--- config.mk ---
export PLATFORM = sky130hd
export DESIGN_NAME = int_literal_parser
export DESIGN_NICKNAME = d
export VERILOG_FILES = /design/src/hdl/ilp_pkg.sv /design/src/hdl/int_literal_parser.sv /design/src/hdl/ilp_front.sv /design/src/hdl/ilp_queue.sv /design/src/hdl/ilp_exec.sv /design/src/hdl/ilp_finish.sv
export SDC_FILE = /design/constraint.sdc
export NUM_CORES = 1
export LEC_CHECK = 0
export BUFFER_PORTS_ARGS = -buffer_cell sky130_fd_sc_hd__buf_2
export CORE_MARGIN = 3
export CORE_UTILIZATION = 65
export CTS_CLUSTER_DIAMETER = 40
export DETAILED_ROUTE_END_ITERATION = 12
export GPL_ROUTABILITY_DRIVEN = 0
export PLACE_DENSITY = 0.84
export SLEW_MARGIN = 20
export SYNTH_ARGS = -nofsm -noshare
export SYNTH_HDL_FRONTEND = slang
export SYNTH_SLANG_ARGS = --single-unit
export TNS_END_PERCENT = 1
--- constraint.sdc ---
create_clock -name clk_i -period 13.7 [get_ports clk_i]
set_input_delay 4.11 -clock clk_i [delete_from_list [all_inputs] [get_ports clk_i]]
set_output_delay 4.11 -clock clk_i [all_outputs]
set_load 0.1 [all_outputs]
--- src/hdl/ilp_pkg.sv ---
// shared types and constants for the integer literal parser
`timescale 1ns / 1ps
package ilp_pkg;

  localparam int unsigned IlpQueueDepth = 2;

  localparam int unsigned CharW   = 8;
  localparam int unsigned CountW  = 5;
  localparam int unsigned ValueW  = 64;
  localparam int unsigned StatusW = 2;
  // result value, already whole bytes
  localparam int unsigned OutDataW = 64;
  // status and long flag
  localparam int unsigned OutUserW = 3;

  localparam logic [CharW-1:0] CharMinus  = 8'h2D;
  localparam logic [CharW-1:0] CharZero   = 8'h30;
  localparam logic [CharW-1:0] CharNine   = 8'h39;
  localparam logic [CharW-1:0] CharUpA    = 8'h41;
  localparam logic [CharW-1:0] CharUpF    = 8'h46;
  localparam logic [CharW-1:0] CharLoA    = 8'h61;
  localparam logic [CharW-1:0] CharLoF    = 8'h66;
  localparam logic [CharW-1:0] CharUpL    = 8'h4C;
  localparam logic [CharW-1:0] CharLoL    = 8'h6C;
  localparam logic [CharW-1:0] CharX      = 8'h78;
  localparam logic [CharW-1:0] UpHexBias  = 8'h37;
  localparam logic [CharW-1:0] LoHexBias  = 8'h57;

  localparam logic [CountW-1:0] CountMax      = 5'd31;
  localparam logic [CountW-1:0] HexCap        = 5'd16;
  localparam logic [CountW-1:0] DecCap        = 5'd19;
  localparam logic [CountW-1:0] HexShortLimit = 5'd8;
  localparam logic [CountW-1:0] HexLongLimit  = 5'd16;
  localparam logic [CountW-1:0] DecShortLimit = 5'd10;
  localparam logic [CountW-1:0] DecLongLimit  = 5'd19;

  localparam logic [ValueW-1:0] MaxPosLong  = 64'h7FFF_FFFF_FFFF_FFFF;
  localparam logic [ValueW-1:0] MaxNegLong  = 64'h8000_0000_0000_0000;
  localparam logic [ValueW-1:0] MaxPosShort = 64'h0000_0000_7FFF_FFFF;
  localparam logic [ValueW-1:0] MaxNegShort = 64'h0000_0000_8000_0000;

  typedef enum logic [2:0] {
    OP_MINUS,
    OP_XCHAR,
    OP_DEC_DIGIT,
    OP_HEX_LETTER,
    OP_SUFFIX,
    OP_OTHER
  } op_kind_e;

  typedef enum logic [StatusW-1:0] {
    ST_VALID     = 2'd0,
    ST_RANGE     = 2'd1,
    ST_MALFORMED = 2'd2
  } status_e;

  // one classified character
  typedef struct packed {
    op_kind_e   kind;
    logic [3:0] digit;
    logic       last;
  } op_t;

  // literal state at the final character
  typedef struct packed {
    logic              negative;
    logic              hex;
    logic [ValueW-1:0] magnitude;
    logic [CountW-1:0] digits;
    logic              overflow;
    logic              bad_char;
    logic              long_form;
  } rec_t;

endpackage

--- src/hdl/int_literal_parser.sv ---
// top level of the integer literal parser
`timescale 1ns / 1ps
// Parses one integer literal per frame of character beats.
// Input: one ASCII character per beat in s_axis_tdata, s_axis_tlast on the
// final character of the literal. Forms: optional '-', decimal digits or
// "0x" and hex digits, optional final 'l' or 'L' for 64-bit range.
// Output: one beat per literal on the master side, only for the last
// character; tdata holds the signed 64-bit value, tuser the status and the
// long flag.
// Throughput: one character per cycle while the result side is not stalled,
// set by the accumulator update (one shift-add per cycle in the back end).
// After the last character leaves the queue, its result passes the check
// stage register and then the output register, which drives m_axis_tvalid.
// Characters go through a small queue, so the front keeps taking beats while
// the result side holds a finished beat; when the receiver stalls the check
// stage and output register fill, the next last character waits at the
// queue head and the queue then drops s_axis_tready.
// Reset (async, active low) clears the queue and all literal state; the
// first character after reset starts a new literal.
module int_literal_parser #(
  parameter int unsigned QueueDepth = ilp_pkg::IlpQueueDepth
) (
  input  logic                          clk_i,
  input  logic                          rst_ni,
  input  logic                          s_axis_tvalid,
  output logic                          s_axis_tready,
  input  logic [ilp_pkg::CharW-1:0]     s_axis_tdata,  // [7:0] char_code
  input  logic                          s_axis_tlast,  // last_char
  output logic                          m_axis_tvalid,
  input  logic                          m_axis_tready,
  output logic [ilp_pkg::OutDataW-1:0]  m_axis_tdata,  // [63:0] literal_value
  output logic [ilp_pkg::OutUserW-1:0]  m_axis_tuser   // [1:0] status, [2] long_form
);
  import ilp_pkg::*;

  logic q_full;
  logic q_push;
  op_t  q_op;
  logic head_valid;
  op_t  head_op;
  logic head_pop;
  logic rec_valid;
  rec_t rec;
  logic rec_ready;

  ilp_front u_front (
    .s_axis_tvalid (s_axis_tvalid),
    .s_axis_tready (s_axis_tready),
    .s_axis_tdata  (s_axis_tdata),
    .s_axis_tlast  (s_axis_tlast),
    .q_full_i      (q_full),
    .q_push_o      (q_push),
    .q_op_o        (q_op)
  );

  ilp_queue #(
    .Depth (QueueDepth)
  ) u_queue (
    .clk_i        (clk_i),
    .rst_ni       (rst_ni),
    .push_i       (q_push),
    .push_op_i    (q_op),
    .full_o       (q_full),
    .head_valid_o (head_valid),
    .head_op_o    (head_op),
    .pop_i        (head_pop)
  );

  logic exec_ready;

  ilp_exec u_exec (
    .clk_i       (clk_i),
    .rst_ni      (rst_ni),
    .op_valid_i  (head_valid),
    .op_i        (head_op),
    .op_ready_o  (exec_ready),
    .rec_valid_o (rec_valid),
    .rec_o       (rec),
    .rec_ready_i (rec_ready)
  );

  assign head_pop = head_valid && exec_ready;

  ilp_finish u_finish (
    .clk_i         (clk_i),
    .rst_ni        (rst_ni),
    .rec_valid_i   (rec_valid),
    .rec_i         (rec),
    .rec_ready_o   (rec_ready),
    .m_axis_tvalid (m_axis_tvalid),
    .m_axis_tready (m_axis_tready),
    .m_axis_tdata  (m_axis_tdata),
    .m_axis_tuser  (m_axis_tuser)
  );

endmodule

--- src/hdl/ilp_front.sv ---
// input side: takes character beats and classifies them into queue entries
`timescale 1ns / 1ps
module ilp_front (
  input  logic                       s_axis_tvalid,
  output logic                       s_axis_tready,
  input  logic [ilp_pkg::CharW-1:0]  s_axis_tdata,
  input  logic                       s_axis_tlast,
  input  logic                       q_full_i,
  output logic                       q_push_o,
  output ilp_pkg::op_t               q_op_o
);
  import ilp_pkg::*;

  logic [CharW-1:0] c;

  assign c             = s_axis_tdata;
  assign s_axis_tready = !q_full_i;
  assign q_push_o      = s_axis_tvalid && !q_full_i;

  always_comb begin
    q_op_o.last  = s_axis_tlast;
    q_op_o.digit = 4'd0;
    q_op_o.kind  = OP_OTHER;
    if (s_axis_tlast && (c == CharLoL || c == CharUpL)) begin
      q_op_o.kind = OP_SUFFIX;
    end else if (c == CharMinus) begin
      q_op_o.kind = OP_MINUS;
    end else if (c == CharX) begin
      q_op_o.kind = OP_XCHAR;
    end else if (c inside {[CharZero:CharNine]}) begin
      q_op_o.kind  = OP_DEC_DIGIT;
      q_op_o.digit = 4'(c - CharZero);
    end else if (c inside {[CharUpA:CharUpF]}) begin
      q_op_o.kind  = OP_HEX_LETTER;
      q_op_o.digit = 4'(c - UpHexBias);
    end else if (c inside {[CharLoA:CharLoF]}) begin
      q_op_o.kind  = OP_HEX_LETTER;
      q_op_o.digit = 4'(c - LoHexBias);
    end
  end

endmodule

--- src/hdl/ilp_queue.sv ---
// short queue of classified characters between front and back
`timescale 1ns / 1ps
module ilp_queue #(
  parameter int unsigned Depth = ilp_pkg::IlpQueueDepth
) (
  input  logic         clk_i,
  input  logic         rst_ni,
  input  logic         push_i,
  input  ilp_pkg::op_t push_op_i,
  output logic         full_o,
  output logic         head_valid_o,
  output ilp_pkg::op_t head_op_o,
  input  logic         pop_i
);
  import ilp_pkg::*;

  localparam int unsigned PtrW = (Depth > 1) ? $clog2(Depth) : 1;
  localparam int unsigned CntW = $clog2(Depth + 1);
  localparam logic [PtrW-1:0] LastPtr = PtrW'(Depth - 1);
  localparam logic [CntW-1:0] FullCnt = CntW'(Depth);

  op_t            mem_q [Depth];
  logic [PtrW-1:0] wr_ptr_q, wr_ptr_d;
  logic [PtrW-1:0] rd_ptr_q, rd_ptr_d;
  logic [CntW-1:0] cnt_q, cnt_d;
  logic            do_pop;

  assign full_o       = (cnt_q == FullCnt);
  assign head_valid_o = (cnt_q != '0);
  assign head_op_o    = mem_q[rd_ptr_q];
  assign do_pop       = pop_i && head_valid_o;

  always_comb begin
    wr_ptr_d = wr_ptr_q;
    rd_ptr_d = rd_ptr_q;
    cnt_d    = cnt_q;
    if (push_i) begin
      wr_ptr_d = (wr_ptr_q == LastPtr) ? '0 : wr_ptr_q + PtrW'(1);
    end
    if (do_pop) begin
      rd_ptr_d = (rd_ptr_q == LastPtr) ? '0 : rd_ptr_q + PtrW'(1);
    end
    if (push_i && !do_pop) begin
      cnt_d = cnt_q + CntW'(1);
    end else if (!push_i && do_pop) begin
      cnt_d = cnt_q - CntW'(1);
    end
  end

  always_ff @(posedge clk_i or negedge rst_ni) begin
    if (!rst_ni) begin
      wr_ptr_q <= '0;
      rd_ptr_q <= '0;
      cnt_q    <= '0;
    end else begin
      wr_ptr_q <= wr_ptr_d;
      rd_ptr_q <= rd_ptr_d;
      cnt_q    <= cnt_d;
    end
  end

  always_ff @(posedge clk_i) begin
    if (push_i) begin
      mem_q[wr_ptr_q] <= push_op_i;
    end
  end

endmodule

--- src/hdl/ilp_exec.sv ---
// back side: literal state and digit accumulation, one per unstalled cycle
`timescale 1ns / 1ps
module ilp_exec (
  input  logic          clk_i,
  input  logic          rst_ni,
  input  logic          op_valid_i,
  input  ilp_pkg::op_t  op_i,
  output logic          op_ready_o,
  output logic          rec_valid_o,
  output ilp_pkg::rec_t rec_o,
  input  logic          rec_ready_i
);
  import ilp_pkg::*;

  logic [CountW-1:0] pos_q, pos_d, pos_a;
  logic              neg_q, neg_d, neg_a;
  logic              hex_q, hex_d, hex_a;
  logic [ValueW-1:0] acc_q, acc_d, acc_a;
  logic [CountW-1:0] dcnt_q, dcnt_d, dcnt_a;
  logic              ovf_q, ovf_d, ovf_a;
  logic              bad_q, bad_d, bad_a;

  logic              fire;
  logic [CountW-1:0] body_one;
  logic              digit_ok;
  logic [CountW-1:0] cap;
  logic [ValueW-1:0] acc_dec;
  logic [ValueW-1:0] acc_hex;

  assign op_ready_o  = !op_i.last || rec_ready_i;
  assign fire        = op_valid_i && op_ready_o;
  assign rec_valid_o = op_valid_i && op_i.last;

  assign body_one = CountW'(1) + CountW'(neg_q);
  assign digit_ok = (op_i.kind == OP_DEC_DIGIT) || (op_i.kind == OP_HEX_LETTER && hex_q);
  assign cap      = hex_q ? HexCap : DecCap;
  // times ten as two shifted copies plus the new digit
  assign acc_dec  = {acc_q[ValueW-4:0], 3'b000} + {acc_q[ValueW-2:0], 1'b0}
                    + ValueW'(op_i.digit);
  assign acc_hex  = {acc_q[ValueW-5:0], op_i.digit};

  always_comb begin
    pos_a  = pos_q;
    neg_a  = neg_q;
    hex_a  = hex_q;
    acc_a  = acc_q;
    dcnt_a = dcnt_q;
    ovf_a  = ovf_q;
    bad_a  = bad_q;
    if (op_i.kind != OP_SUFFIX) begin
      if (op_i.kind == OP_MINUS && pos_q == '0) begin
        neg_a = 1'b1;
      end else if (!hex_q && op_i.kind == OP_XCHAR && pos_q == body_one &&
                   dcnt_q == CountW'(1) && acc_q == '0) begin
        hex_a  = 1'b1;
        dcnt_a = '0;
      end else if (!digit_ok) begin
        bad_a = 1'b1;
      end else begin
        if (dcnt_q >= cap) begin
          ovf_a = 1'b1;
        end else begin
          acc_a = hex_q ? acc_hex : acc_dec;
        end
        if (dcnt_q != CountMax) begin
          dcnt_a = dcnt_q + CountW'(1);
        end
      end
      if (pos_q != CountMax) begin
        pos_a = pos_q + CountW'(1);
      end
    end
  end

  always_comb begin
    rec_o.negative  = neg_a;
    rec_o.hex       = hex_a;
    rec_o.magnitude = acc_a;
    rec_o.digits    = dcnt_a;
    rec_o.overflow  = ovf_a;
    rec_o.bad_char  = bad_a;
    rec_o.long_form = (op_i.kind == OP_SUFFIX);
  end

  always_comb begin
    pos_d  = pos_q;
    neg_d  = neg_q;
    hex_d  = hex_q;
    acc_d  = acc_q;
    dcnt_d = dcnt_q;
    ovf_d  = ovf_q;
    bad_d  = bad_q;
    if (fire) begin
      if (op_i.last) begin
        // literal done, start the next one from scratch
        pos_d  = '0;
        neg_d  = 1'b0;
        hex_d  = 1'b0;
        acc_d  = '0;
        dcnt_d = '0;
        ovf_d  = 1'b0;
        bad_d  = 1'b0;
      end else begin
        pos_d  = pos_a;
        neg_d  = neg_a;
        hex_d  = hex_a;
        acc_d  = acc_a;
        dcnt_d = dcnt_a;
        ovf_d  = ovf_a;
        bad_d  = bad_a;
      end
    end
  end

  always_ff @(posedge clk_i or negedge rst_ni) begin
    if (!rst_ni) begin
      pos_q  <= '0;
      neg_q  <= 1'b0;
      hex_q  <= 1'b0;
      acc_q  <= '0;
      dcnt_q <= '0;
      ovf_q  <= 1'b0;
      bad_q  <= 1'b0;
    end else begin
      pos_q  <= pos_d;
      neg_q  <= neg_d;
      hex_q  <= hex_d;
      acc_q  <= acc_d;
      dcnt_q <= dcnt_d;
      ovf_q  <= ovf_d;
      bad_q  <= bad_d;
    end
  end

endmodule

--- src/hdl/ilp_finish.sv ---
// range checks, sign handling and the registered result beat
`timescale 1ns / 1ps
module ilp_finish (
  input  logic                          clk_i,
  input  logic                          rst_ni,
  input  logic                          rec_valid_i,
  input  ilp_pkg::rec_t                 rec_i,
  output logic                          rec_ready_o,
  output logic                          m_axis_tvalid,
  input  logic                          m_axis_tready,
  output logic [ilp_pkg::OutDataW-1:0]  m_axis_tdata,
  output logic [ilp_pkg::OutUserW-1:0]  m_axis_tuser
);
  import ilp_pkg::*;

  logic              rec_valid_q;
  rec_t              rec_q;
  logic              out_valid_q;
  logic [OutDataW-1:0] out_data_q, out_data_d;
  logic [OutUserW-1:0] out_user_q, out_user_d;
  logic              advance;

  status_e           status;
  logic [ValueW-1:0] base_val;
  logic [ValueW-1:0] neg_val;
  logic [ValueW-1:0] max_mag;
  logic [CountW-1:0] limit;
  logic [ValueW-1:0] value;

  assign advance     = !out_valid_q || m_axis_tready;
  assign rec_ready_o = !rec_valid_q || advance;

  always_comb begin
    if (rec_q.hex) begin
      limit = rec_q.long_form ? HexLongLimit : HexShortLimit;
    end else begin
      limit = rec_q.long_form ? DecLongLimit : DecShortLimit;
    end
    if (rec_q.long_form) begin
      max_mag = rec_q.negative ? MaxNegLong : MaxPosLong;
    end else begin
      max_mag = rec_q.negative ? MaxNegShort : MaxPosShort;
    end
    // short hex is a 32-bit two's complement pattern
    if (rec_q.hex && !rec_q.long_form) begin
      base_val = {{32{rec_q.magnitude[31]}}, rec_q.magnitude[31:0]};
    end else begin
      base_val = rec_q.magnitude;
    end
    neg_val = ValueW'(0) - base_val;

    status = ST_VALID;
    if (rec_q.bad_char || rec_q.digits == '0) begin
      status = ST_MALFORMED;
    end else if (rec_q.overflow || rec_q.digits > limit ||
                 (!rec_q.hex && rec_q.magnitude > max_mag)) begin
      status = ST_RANGE;
    end

    if (status == ST_VALID) begin
      value = rec_q.negative ? neg_val : base_val;
    end else begin
      value = '0;
    end

    out_data_d = value;
    out_user_d = {rec_q.long_form, status};
  end

  always_ff @(posedge clk_i or negedge rst_ni) begin
    if (!rst_ni) begin
      rec_valid_q <= 1'b0;
      out_valid_q <= 1'b0;
    end else begin
      if (rec_ready_o) begin
        rec_valid_q <= rec_valid_i;
      end
      if (advance) begin
        out_valid_q <= rec_valid_q;
      end
    end
  end

  always_ff @(posedge clk_i) begin
    if (rec_ready_o && rec_valid_i) begin
      rec_q <= rec_i;
    end
    if (advance && rec_valid_q) begin
      out_data_q <= out_data_d;
      out_user_q <= out_user_d;
    end
  end

  assign m_axis_tvalid = out_valid_q;
  assign m_axis_tdata  = out_data_q;
  assign m_axis_tuser  = out_user_q;

endmodule
* After elaboration in Yosys (flattened, before gate mapping)
Memory sizes are Yosys's and may differ from the RTL's. Index checks and enable logic that the tools add are counted. W data, S select, Z words.
Operators by class: add/subtract/negate cells 13, magnitude comparators 9, equality and inequality tests 14, mux-type cells 60, reductions and logical operators 47
Operators by type and width (count):
- $mux W64 | 11
- $add A64 B4 Y64 | 1
- $add A64 B64 Y64 | 1
- $gt A64 B64 Y1 | 1
- $logic_not A64 Y1 | 1
- $sub A1 B64 Y64 const A | 1
- $mux W5 | 12
- $mux W32 | 1
- $eq A8 B7 Y1 const B | 3
- $mux W1 | 23
- $mux W7 | 3
- $logic_and A1 B1 Y1 | 20
- $ge A8 B7 Y1 const B | 2
- $le A8 B7 Y1 const B | 2
- $mux W4 | 3
- $add A5 B1 Y5 const B | 2
- $logic_not A5 Y1 | 2
- $ne A5 B5 Y1 const B | 2
- $logic_not A1 Y1 | 9
- $mux W3 | 3
- $eq A8 B6 Y1 const B | 1
- $ge A8 B6 Y1 const B | 1
- $le A8 B6 Y1 const B | 1
- $logic_or A1 B1 Y1 | 8
- other kinds (20) | 29
Storage, ports and cells: flip-flop bits (word level) 225, memory bits (writable) 16, input port bits 13, output and inout port bits 69, logic and storage cells 165, memories 1
Memory list:
- u_queue.mem_q | depth 2, width 8, rd ports 1, clocked after memory_dff 0, wr ports 1, line ilp_queue.sv:22 | op_t mem_q [Depth];

* Logic depth before layout (Yosys ltp)
Gate-level depths: netlist of run 1. An unclocked memory read counts as a cell.
depth in word-level cells 10, depth in mapped cells 17, gate-level depth less buffers 14

* Cells and area by module
From an unflattened synthesis of run 1, not the netlist that was laid out.
Second synthesis, totals: cell total of the unflattened synthesis 2001, area, all modules 18656.6 um^2
Modules (own cells, without submodules):
- ilp_exec | times used 1, cells an instance 1199, area an instance 9404.0 um^2
- ilp_finish | times used 1, cells an instance 723, area an instance 8175.3 um^2
- ilp_queue | times used 1, cells an instance 41, area an instance 779.5 um^2
- ilp_front | times used 1, cells an instance 37, area an instance 291.5 um^2
- int_literal_parser | times used 1, cells an instance 1, area an instance 6.3 um^2

* Least setup slack after synthesis of run 1
No wires, ideal clock.
path type input to register, from in m_axis_tready, to reg u_exec.acc_q[53], setup time 132 ps, data arrival time 6742 ps, slack 6826 ps, cell stages on the path 7, path through nor2b_1 a21oi_1 nand2_1 inv_1 nor2_1 a32oi_1 o21ai_0
Between the ends: longest elaborated chain between the ends 4
RTL lines:
- from (decl) | line int_literal_parser.sv:30 | input logic m_axis_tready,
- $logic_or A1 B1 Y1 | line ilp_finish.sv:30 | assign advance = !out_valid_q || m_axis_tready;
- $logic_or A1 B1 Y1 | line ilp_finish.sv:31 | assign rec_ready_o = !rec_valid_q || advance;
- $logic_or A1 B1 Y1 | line ilp_exec.sv:30 | assign op_ready_o = !op_i.last || rec_ready_i;
- $logic_and A1 B1 Y1 | line ilp_exec.sv:31 | assign fire = op_valid_i && op_ready_o;
- to (signal assigned) | line ilp_exec.sv:120 | acc_q <= '0;
- to (signal assigned) | line ilp_exec.sv:128 | acc_q <= acc_d;
- to (decl) | line ilp_exec.sv:18 | logic [ValueW-1:0] acc_q, acc_d, acc_a;
No other way between the ends. A chain may end at the register's enable or synchronous reset.

* Final worst setup path of run 1
Ends and elaborated chain as after synthesis.

==> results of run 1 <==
[cell families after synthesis]
family / share of synthesized area
compound gates: 0.212
xor+xnor: 0.0531
fa+ha+maj: 0.144
buf+inv: 0.0315
flops: 0.375
mux: 0.0187
simple gates: 0.165
[area by class of cell]
type                            count  area [um2]
Multi-Input combinational cell   1599       10800
Fill cell                        1970        7620
Sequential cell                   241        6820
Clock buffer                       28         626
Timing Repair Buffer               96         520
Tap cell                          372         465
Clock inverter                     16         190
Inverter                           42         158
[power groups by stage]
stage	logic [mW]	registers, mW	clock network, mW
finish	2.07	1.31	0.669
global route	2.25	1.34	0.701
CTS	2.06	1.30	0.673
detailed placement	2.02	1.31	0
global placement	1.95	1.30	0
floorplan	1.13	1.79	0
[cells in the final DEF, fill, tap and decap left out, types with 8 or more instances in the layout]
master,instances
dfrtp_1,83
nand3_1,50
mux2_2,8
nor2b_1,11
nand2b_1,13
nor3_1,20
nand2_1,186
o21ai_0,166
xor2_1,51
buf_4,16
a22o_1,38
xnor2_1,59
a21boi_0,9
edfxtp_1,157
or3_1,14
buf_2,80
o211ai_1,10
mux2i_1,25
nor2_1,193
a21o_1,60
ha_1,206
clkbuf_16,24
o221ai_1,8
o21a_1,13
o21bai_1,23
o31ai_1,21
a21oi_1,179
nor4_1,29
inv_1,41
and3_1,20
a31oi_1,18
nand4_1,45
a211oi_1,14
[critical path, stage by stage]
cell,delay [ns]
buf_2,0.09
nor2b_1,0.07
a21oi_1,0.29
nand2_1,0.10
buf_4,0.26
inv_2,0.07
buf_4,0.69
nor2_1,0.31
a32oi_1,0.22
o21ai_0,0.10
[per-stage QoR]
step	hold slack (ns)	worst slack [ns]	cell area, um2	utilization
2_1_floorplan	0.460	6.83	18200	-
3_3_place_gp	0.479	7.32	18700	0.690
3_5_place_dp	0.491	7.27	18700	0.690
4_1_cts	0.504	7.79	19600	0.720
5_1_grt	0.518	7.50	19600	0.720
6_report	0.509	7.76	19600	0.720
[registers in the layout (all words and copies together) (netlist names)]
name,flops
u_exec.acc_q,64
u_exec.bad_q,1
u_exec.dcnt_q,5
u_exec.hex_q,1
u_exec.neg_q,1
u_exec.ovf_q,1
u_exec.pos_q,5
u_finish.m_axis_tdata,64
u_finish.m_axis_tuser,3
u_finish.m_axis_tvalid,1
u_finish.out_user_d,1
u_finish.rec_q,73
u_finish.rec_valid_q,1
u_queue.cnt_q,2
u_queue.mem_q,16
u_queue.rd_ptr_q,1
u_queue.wr_ptr_q,1
[metal layers]
metal  GRT usage  up-vias
met3      0.0395      120
met1       0.431     7471
li1            -     7439
met2       0.480      854
met4      0.0845        2
met5           0        -
[how the worst min path moves through the flow]
stage,from,cells after the start,slack (ns),to
after floorplan,u_queue.wr_ptr_q,1,0.46,u_queue.wr_ptr_q
after global placement,u_queue.wr_ptr_q,1,0.48,u_queue.wr_ptr_q
after detailed placement,u_queue.wr_ptr_q,1,0.49,u_queue.wr_ptr_q
after CTS,u_queue.wr_ptr_q,1,0.50,u_queue.wr_ptr_q
after global routing,u_queue.wr_ptr_q,1,0.52,u_queue.wr_ptr_q
final,u_queue.wr_ptr_q,1,0.51,u_queue.wr_ptr_q
==> summary.txt, run 1 <==
STA
  – Final Setup Violations: 0
  – Fmax: ~170 MHz
  – Max-slew headroom: 0.310
  – Fin. max-slew vios: 0
  – Actual transition at the worst max-transition pin: between 1 and 1.5 ns
  – Setup TNS: 0 ns
  – Fin Clk Skew: between 0.02 and 0.025 ns
  – Fin. Hold Viols: 0
  – Final Critical Period: ~6 ns
  – Period utilisation layout: 0.434
  – Unrepaired setup endpoints after global routing: false

Detailed routing
  – DRT Pass-1 Iters: 6
  – ANT nets after route: 0
  – DRC errors left: 0
  – Final WL: roughly 46000 um
  – Met3 wire len: between 4000 and 5000 um
  – Starting DRC count in detailed routing: between 2000 and 2500
  – Via count: 15886
  – Via density: ~6.6
  – Top sig layer: met5
  – WL met2: around 21000 um
  – DRT met1 WL: approximately 20000 um
  – Routed WL per cell: approximately 19 um

Power
  – Sw Share: 0.492
  – Clock network power share: 0.165
  – PwrDens: 207 nW/um2
  – Sequential share of power: 0.324
  – NetSw: about 2.0 mW
  – Logic gate share of total power: 0.511
  – Internal power: approximately 2.1 mW
  – VDD IR-drop max: between 0.15 and 0.2 mV
  – Leakage: 8.57 nW
  – Power Total: 4.06 mW

Synthesis
  – Synth area leader: edfxtp_1
  – Commonest register cell after synthesis: edfxtp_1
  – Synth top area share: 0.260
  – Ys Warns: 0
  – Post-synth EDFFs: about 160
  – Register area share after synthesis: 0.375
  – Syn_area_per_cell: a little over 9 um2
  – Synth top cells by count: ha_1, nor2_1, nand2_1
  – Area contributors post-synth: edfxtp_1, ha_1, dfrtp_1
  – Distinct cells, synth: 77
  – Syn Nets: 2200
  – Synthesized area: between 15000 and 20000 um2
  – Ys async rst share: 0.349
  – Post-synthesis register bit count: 241
  – Mapped Cells: just under 2000
  – Most frequent cell after synthesis: ha_1

Die
  – CORE AREA: between 20000 and 30000 um2
  – Die Wd: around 170 um
  – Initial Util: 0.668
  – Die Ht: 173 um
  – Site row count: 60
  – Die area: between 20000 and 30000 um2
  – Io pins: just over 80

Clocking
  – Cts hold-fix bufs: 0
  – Resize count post-CTS: 0
  – Worst-path clk slew: roughly 0.070 ns
  – CTS tree: done
  – H-tree levels: 1
  – Post-CTS Setup Bufs: 0
  – Worst-skew pair later-pin latency: 0.54 ns
  – Sink Count: ~240
  – Maximum root-to-sink buffer count: 3
  – CTS root buf: clkbuf_16
  – TritonCTS Buffers: 24

Global route
  – Initial antenna violation count: 1
  – Vias in the first global route: ~15000
  – First-pass GRT wire length: roughly 75000 um
  – Global Route Usage Sum: 0.300
  – Maximum number of pins on one net before global-route repair: 99
  – Total congestion overflow: 0

Critical path
  – Critical path launch point: m_axis_tready
  – Data required, critical path: roughly 14 ns
  – Worst R2R End: u_finish.m_axis_tdata[32]
  – CP Class: primary input to flop
  – Setup crit start kind: primary input
  – Worst R2R Path Depth: 16
  – Worst Setup EP: u_exec.acc_q[53]
  – Maximum fanout along the worst path: roughly 80
  – R2R Setup Slk: between 8 and 9 ns
  – CP Capture Type: flop
  – Reg-to-reg startpoint: u_finish.rec_q[73]
  – CP Data Arrival Time: roughly 6.4 ns

Final layout
  – Diodes inserted: 0
  – Final Non-Filler Cells: between 2000 and 2500
  – Share of cells above drive strength 1: 0.0875
  – Area Overhead vs Synth: 7.73%
  – Net count reported at finish: 2225

Placement
  – Port bufs: just over 80
  – Hpwl dp: between 30000 and 40000 um
  – DP Cell Count: around 2400

Min path
  – Min-Delay Path Class: flop to flop

Status
  – Status: finished, final reports clean

Run
  – Max_cap viols: 0
(Power assumes the default switching activity.)
==> inputs of run 2 (changes only) <==
--- a/config.mk
+++ b/config.mk
@@ -7,11 +7,11 @@
 export LEC_CHECK = 0
 export BUFFER_PORTS_ARGS = -buffer_cell sky130_fd_sc_hd__buf_2
 export CORE_MARGIN = 3
-export CORE_UTILIZATION = 65
+export CORE_UTILIZATION = 57
 export CTS_CLUSTER_DIAMETER = 40
 export DETAILED_ROUTE_END_ITERATION = 12
 export GPL_ROUTABILITY_DRIVEN = 0
-export PLACE_DENSITY = 0.84
+export PLACE_DENSITY = 0.78
 export SLEW_MARGIN = 20
 export SYNTH_ARGS = -nofsm -noshare
 export SYNTH_HDL_FRONTEND = slang
==> constraint.sdc (replaced) <==
create_clock -name clk_i -period 5.4 [get_ports clk_i]
set_input_delay 1.62 -clock clk_i [delete_from_list [all_inputs] [get_ports clk_i]]
set_output_delay 1.62 -clock clk_i [all_outputs]
set_load 0.1 [all_outputs]
==> run 2 against run 1 <==
Against the previous run:
- critical path depth rose by 4
- register-to-register slack got worse by 7.5 ns
- die area rose by 14%
- via count fell by 0.77%
- flip-flop and latch count did not move
- combinational power rose to 2.6 times the previous value
- count of clock-buffer cells in the layout rose by 2
- sequential share of layout area fell by 0.28 points
- non-clock buffer count rose by 7
- final cell count rose by 1.5%
- largest cell class unchanged
==> summary.txt, run 2 (synthesis gave the netlist of run 1 again) <==
Status
  – Status: finished, final reports clean

Power
  – Sequential share of power: 0.320 (-0.004)
  – VDD IR-drop max: 0.401 mV (+160%)
  – Sw Share: 0.490 (-0.00123)
  – Internal power: 5.30 mW (+160%)
  – Logic gate share of total power: 0.509 (-0.002)
  – Power Total: 10.4 mW (+160%)
  – NetSw: 5.10 mW (+160%)
  – PwrDens: 528 nW/um2 (+150%)
  – Leakage: 8.64 nW (+0.73%)
  – Clock network power share: 0.172 (+0.007)

Die
  – Die Wd: 184 um (+6.6%)
  – Die Ht: 184 um (+6.6%)
  – CORE AREA: 31000 um2 (+14%)
  – Io pins: 82 (unchanged)
  – Die area: 34000 um2 (+14%)
  – Site row count: 64 (+6.7%)
  – Initial Util: 0.586 (-0.0822)

Final layout
  – Most common cell after layout, fill and taps aside: ha_1
  – Register area: 6820 um2 (unchanged)
  – Max FFs per register: 73 (unchanged)
  – Net count reported at finish: 2234 (+0.40%)
  – Footprint of the multi-input gates: 10800 um2 (about the same)
  – Commonest cells after routing, fill and taps aside: ha_1, nor2_1, nand2_1, a21oi_1, o21ai_0
  – Diodes inserted: 0 (unchanged)
  – Area Overhead vs Synth: 8.61%
  – Share of cells above drive strength 1: 0.0930 (+0.00543)
  – Largest register by flop count: u_finish.rec_q
  – Fillers: 2482 (+26%)

Critical path
  – CP Class: flop to flop
  – Crit path top cell by count: ha_1
  – Worst path slowest cell: a2111oi_0
  – Data required, critical path: 5.70 ns (-8.41 ns)
  – Reg-to-reg startpoint: u_queue.rd_ptr_q
  – Critical path launch point: u_queue.rd_ptr_q
  – Setup crit start kind: flop
  – Cells along the critical path: mux2_2 > ha_1 > ha_1 > fa_1 > a211oi_1 > o21bai_1 > a2111oi_0 > buf_4 > o2111ai_1 > a21oi_1 > a31oi_1 > xor2_1 > nor2_1 > o31ai_1
  – Crit-path max cell delay: 0.53 ns (-0.16 ns)
  – WP buf/inv: 1 (-3)
  – Maximum fanout along the worst path: 4 (-95%)
  – CP delay by family, top: compound AO/OA/AOI/OAI gates
  – CP Capture Type: flop
  – CP Data Arrival Time: 4.93 ns (-1.42 ns)

Detailed routing
  – Starting DRC count in detailed routing: 2049 (-4.8%)
  – Routed WL per cell: 19.5 um (+0.94%)
  – Via count: 15763 (-0.77%)
  – ANT nets after route: 0 (unchanged)
  – Final WL: 47400 um (+2.4%)
  – DRC errors left: 0 (unchanged)
  – Via density: 6.49 (-2.2%)
  – DRT Pass-1 Iters: 6 (unchanged)

STA
  – Fin. Hold Viols: 0 (unchanged)
  – Fmax: about 220 MHz
  – Setup TNS: 0 ns (unchanged)
  – Fin Clk Skew: 0.0234 ns (-0.000251 ns)
  – Fin. max-slew vios: 0 (unchanged)
  – Actual transition at the worst max-transition pin: 1.09 ns (+0.0660 ns)
  – Unrepaired setup endpoints after global routing: false
  – Period utilisation layout: 0.857
  – Final Setup Violations: 0 (unchanged)
  – Max-slew headroom: 0.271 (-0.0395)
  – Final Critical Period: 4.63 ns

Clocking
  – Worst-skew pair later-pin latency: 0.54 ns (about the same)
  – TritonCTS Buffers: 26 (+8.3%)
  – Resize count post-CTS: 0 (unchanged)
  – Maximum root-to-sink buffer count: 3 (unchanged)
  – Sink Count: 241 (unchanged)
  – Cts hold-fix bufs: 0 (unchanged)
  – Post-CTS Setup Bufs: 0 (unchanged)
  – CTS tree: done
  – Worst-path clk slew: 0.07 ns (about the same)
  – H-tree levels: 1 (unchanged)
  – CTS root buf: clkbuf_16

Placement
  – Port bufs: 81 (unchanged)
  – Hpwl dp: 35400 um (+4.6%)

Run
  – Max_cap viols: 0 (unchanged)

Global route
  – Vias in the first global route: 14603 (-0.77%)
  – Initial antenna violation count: 0 (-1)
  – Global Route Usage Sum: 0.274 (-0.0259)
  – First-pass GRT wire length: 76400 um (+1.8%)
  – Maximum number of pins on one net before global-route repair: 96 (-3.0%)
  – Total congestion overflow: 0 (unchanged)

Min path
  – Min-Delay Path Class: flop to flop
  – Hold Path Origin: u_queue.wr_ptr_q
==> run 2: cell types whose count changed in the layout (fill, tap and decap cells not counted), moves of 2 or more <==
cell / change
clkbuf_16: +2
clkinv_2: -2
clkinvlp_4: +2
clkinv_4: +4
buf_4: +6
==> run 2: power by group through the flow <==
stage          sequential (mW)  combinational, mW  clock [mW]
4_1_cts                   3.30               5.26        1.81
6_report                  3.33               5.29        1.79
2_1_floorplan             4.54               2.86           0
5_1_grt                   3.39               5.76        1.88
3_3_place_gp              3.31               5.08           0
3_5_place_dp              3.33               5.23           0
==> run 2: worst paths after layout <==
check / slack, ns / endpoint / depth (start not counted)
worst max-delay path: 0.77 / u_finish.rec_q[56] / 14
worst min-delay path: 0.50 / u_queue.wr_ptr_q / 1
worst max register to register: 0.77 / u_finish.rec_q[56] / 14
worst min register to register: 0.50 / u_queue.wr_ptr_q / 1
max in group asynchronous: 3.35 / u_exec.pos_q[3] / 2
min in group asynchronous: 1.14 / u_exec.acc_q[55] / 1
==> run 2: cell type report <==
type | instances | area share
Clock buffer | 30 | 0.0343
Clock inverter | 18 | 0.0102
Inverter | 42 | 0.00799
Multi-Input combinational cell | 1599 | 0.547
Sequential cell | 241 | 0.346
Tap cell | 396 | 0.0251
Timing Repair Buffer | 103 | 0.0297
==> run 2: metrics by stage <==
| step | instances | setup WS, ns | area, um2 | hold slack, ns | util |
|---|---|---|---|---|---|
| floorplan | 1979 | 0.940 | 18200 | 0.460 | - |
| global placement | 2381 | 1.09 | 18800 | 0.478 | 0.608 |
| detailed placement | 2381 | 0.883 | 18800 | 0.484 | 0.608 |
| CTS | 2429 | 0.849 | 19700 | 0.498 | 0.636 |
| global route | 2429 | 0.520 | 19700 | 0.532 | 0.636 |
| finish | 2429 | 0.774 | 19700 | 0.500 | 0.636 |
==> run 2: per-layer routing <==
layer,routed length [um],track usage,vias to the layer above
met5,0,0,-
met2,20600,0.419,794
met3,4670,0.0476,101
li1,-,-,7480
met4,1210,0.0735,0
met1,21000,0.403,7388
==> inputs of run 3 (changes only) <==
--- a/config.mk
+++ b/config.mk
@@ -12,6 +12,7 @@
 export DETAILED_ROUTE_END_ITERATION = 12
 export GPL_ROUTABILITY_DRIVEN = 0
 export PLACE_DENSITY = 0.78
+export RECOVER_POWER = 25
 export SLEW_MARGIN = 20
 export SYNTH_ARGS = -nofsm -noshare
 export SYNTH_HDL_FRONTEND = slang
==> run 3 against run 2 <==
Against the previous run:
- die area is the same
- global-route usage is the same
- combinational power hardly changed
- core utilization down 0.065 points
- highest routed layer unchanged
- sequential share of layout area about the same
- first-iteration DRC count is 1.2% higher
- the flow now finishes with violations (max-capacitance violations, max-slew violations)
- wire length is 0.17% lower
==> summary.txt, run 3 (synthesis gave the netlist of run 1 again) <==
Die
  – Site row count: 64 (unchanged)
  – Die Wd: 184 um (unchanged)
  – CORE AREA: 31000 um2 (unchanged)
  – Die Ht: 184 um (unchanged)
  – Initial Util: 0.586 (unchanged)
  – Die area: 34000 um2 (unchanged)
  – Io pins: 82 (unchanged)

STA
  – Final Critical Period: 4.61 ns (-0.0183 ns)
  – Fin. Hold Viols: 0 (unchanged)
  – Fin Clk Skew: 0.0221 ns (-0.00134 ns)
  – Final Setup Violations: 0 (unchanged)
  – Fmax: 217 MHz (+0.40%)
  – Min setup slack post-route: 0.792 ns (+0.0183 ns)
  – Period utilisation layout: 0.853 (-0.00339)
  – Fin. max-slew vios: 90 (+90)
  – Max-slew headroom: -1.18 (-1.45)
  – Setup TNS: 0 ns (unchanged)
  – Unrepaired setup endpoints after global routing: false
  – Actual transition at the worst max-transition pin: 3.27 ns (+2.18 ns)
  – Hold_ws: 0.500 ns (-0.000103 ns)

Clocking
  – Worst-skew pair later-pin latency: 0.54 ns (about the same)
  – Cts hold-fix bufs: 0 (unchanged)
  – H-tree levels: 1 (unchanged)
  – TritonCTS Buffers: 26 (unchanged)
  – Maximum root-to-sink buffer count: 3 (unchanged)
  – CTS root buf: clkbuf_16
  – Resize count post-CTS: 0 (unchanged)
  – Sink Count: 241 (unchanged)
  – CTS tree: done
  – Post-CTS Setup Bufs: 0 (unchanged)
  – Worst-path clk slew: 0.07 ns (about the same)

Detailed routing
  – Final WL: 47400 um (-0.17%)
  – Via count: 15783 (+0.13%)
  – DRC errors left: 0 (unchanged)
  – DRT Pass-1 Iters: 6 (unchanged)
  – Starting DRC count in detailed routing: 2073 (+1.2%)
  – ANT nets after route: 0 (unchanged)
  – Via density: 6.50 (+0.13%)
  – Routed WL per cell: 19.5 um (-0.17%)

Critical path
  – Setup crit start kind: flop
  – Maximum fanout along the worst path: 4 (unchanged)
  – Cells along the critical path: mux2_2 > ha_1 > ha_1 > fa_1 > a211oi_1 > o21bai_1 > a2111oi_0 > buf_4 > o2111ai_1 > a21oi_1 > nor4b_1 > nand2b_1 > xnor2_1 > o221ai_1
  – Worst path slowest cell: a2111oi_0
  – Worst R2R Path Depth: 14 (unchanged)
  – CP Data Arrival Time: 4.86 ns (-0.07 ns)
  – Crit path top cell by count: ha_1
  – CP Capture Type: flop
  – Crit-path max cell delay: 0.52 ns (about the same)
  – CP Class: flop to flop
  – Data required, critical path: 5.65 ns (-0.05 ns)

Final layout
  – Largest register by flop count: u_finish.rec_q
  – Most common cell after layout, fill and taps aside: ha_1
  – Share of cells above drive strength 1: 0.0900 (-0.00295)
  – Register area: 6820 um2 (unchanged)
  – Core Util, Final: 0.636 (-0.000646)
  – Net count reported at finish: 2234 (unchanged)
  – Max FFs per register: 73 (unchanged)
  – Diodes inserted: 0 (unchanged)
  – Fillers: 2486 (+0.16%)
  – Footprint of the multi-input gates: 10800 um2 (about the same)
  – Commonest cells after routing, fill and taps aside: ha_1, nor2_1, nand2_1, a21oi_1, o21ai_0
  – Area Overhead vs Synth: 8.50%

Power
  – Sw Share: 0.491 (about the same)
  – NetSw: 5.10 mW (about the same)
  – VDD IR-drop max: 0.401 mV (about the same)
  – Logic gate share of total power: 0.507 (-0.002)
  – Leakage: 8.62 nW (-0.24%)
  – Clock network power share: 0.172 (about the same)
  – Sequential share of power: 0.320 (about the same)
  – Internal power: 5.29 mW (-0.15%)
  – PwrDens: 528 nW/um2 (about the same)

Global route
  – Vias in the first global route: 14603 (unchanged)
  – Met2 usage: 0.419 (unchanged)
  – Total congestion overflow: 0 (unchanged)
  – First-pass GRT wire length: 76400 um (unchanged)
  – GR Layer Usage met3: 0.0476 (unchanged)
  – GR peak layer: met2
  – Maximum number of pins on one net before global-route repair: 96 (unchanged)
  – M1 GR Usage: 0.403 (unchanged)
  – Initial antenna violation count: 0 (unchanged)
  – Global Route Usage Sum: 0.274 (unchanged)

Status
  – Status: finished with violations
  – Violated checks: max-capacitance violations, max-slew violations

Placement
  – Port bufs: 81 (unchanged)
  – Hpwl dp: 35400 um (unchanged)
  – Pre-CTS setup slack: 0.883 ns (unchanged)

Min path
  – Min-Delay Path Class: flop to flop
  – Hold depth: 1 (unchanged)

Run
  – Max_cap viols: 3 (+3)
==> run 3: cell types whose count changed in the layout (fill, tap and decap cells not counted), sizes merged <==
cell | previous run | this run
clkbuf | 30 | 36
buf | 103 | 97
==> run 3: area by class of cell <==
class,count,share of cell area
clock buffer,30,0.0343
multi-input combinational,1599,0.547
sequential,241,0.346
timing repair buffer,103,0.0288
clock inverter,18,0.0102
inverter,42,0.00800
tap,396,0.0252
==> run 3: final timing paths <==
path	from	endpoint	slack, ns
max in group asynchronous	rst_ni	u_exec.hex_q	1.13
setup reg to reg	u_queue.rd_ptr_q	u_finish.rec_q[66]	0.79
min in group asynchronous	rst_ni	u_exec.acc_q[60]	2.16
hold reg to reg	u_queue.wr_ptr_q	u_queue.wr_ptr_q	0.50
hold / removal	u_queue.wr_ptr_q	u_queue.wr_ptr_q	0.50
setup / recovery	u_queue.rd_ptr_q	u_finish.rec_q[66]	0.79
==> run 3: per-stage QoR <==
| step | cell area [um2] | total power, mW | std cells |
|---|---|---|---|
| 2_1_floorplan | 18200 | 7.40 | 1979 |
| 3_3_place_gp | 18800 | 8.39 | 2381 |
| 3_5_place_dp | 18800 | 8.56 | 2381 |
| 4_1_cts | 19700 | 10.4 | 2429 |
| 5_1_grt | 19700 | 11.0 | 2429 |
| 6_report | 19700 | 10.4 | 2429 |
==> run 3: critical path: cells and delay by family (launching register included) <==
kind | cells | cell delay (ns)
simple gates | 2 | 0.27
flops | 1 | 0.42
fa+ha+maj | 3 | 0.96
xor+xnor | 1 | 0.35
buf+inv | 1 | 0.21
mux | 1 | 0.37
compound gates | 6 | 1.72
==> run 3: power groups by stage <==
stage	clock network, mW	logic, mW	registers, mW
2_1_floorplan	0	2.86	4.54
3_3_place_gp	0	5.08	3.31
3_5_place_dp	0	5.23	3.33
4_1_cts	1.81	5.26	3.30
5_1_grt	1.88	5.75	3.39
6_report	1.79	5.28	3.33
==> run 3: metal layers <==
layer / part of all wire / up-vias
met2: 0.43 / 805
met4: 0.027 / 0
met1: 0.44 / 7401
met3: 0.098 / 100
met5: 0 / -
li1: - / 7477
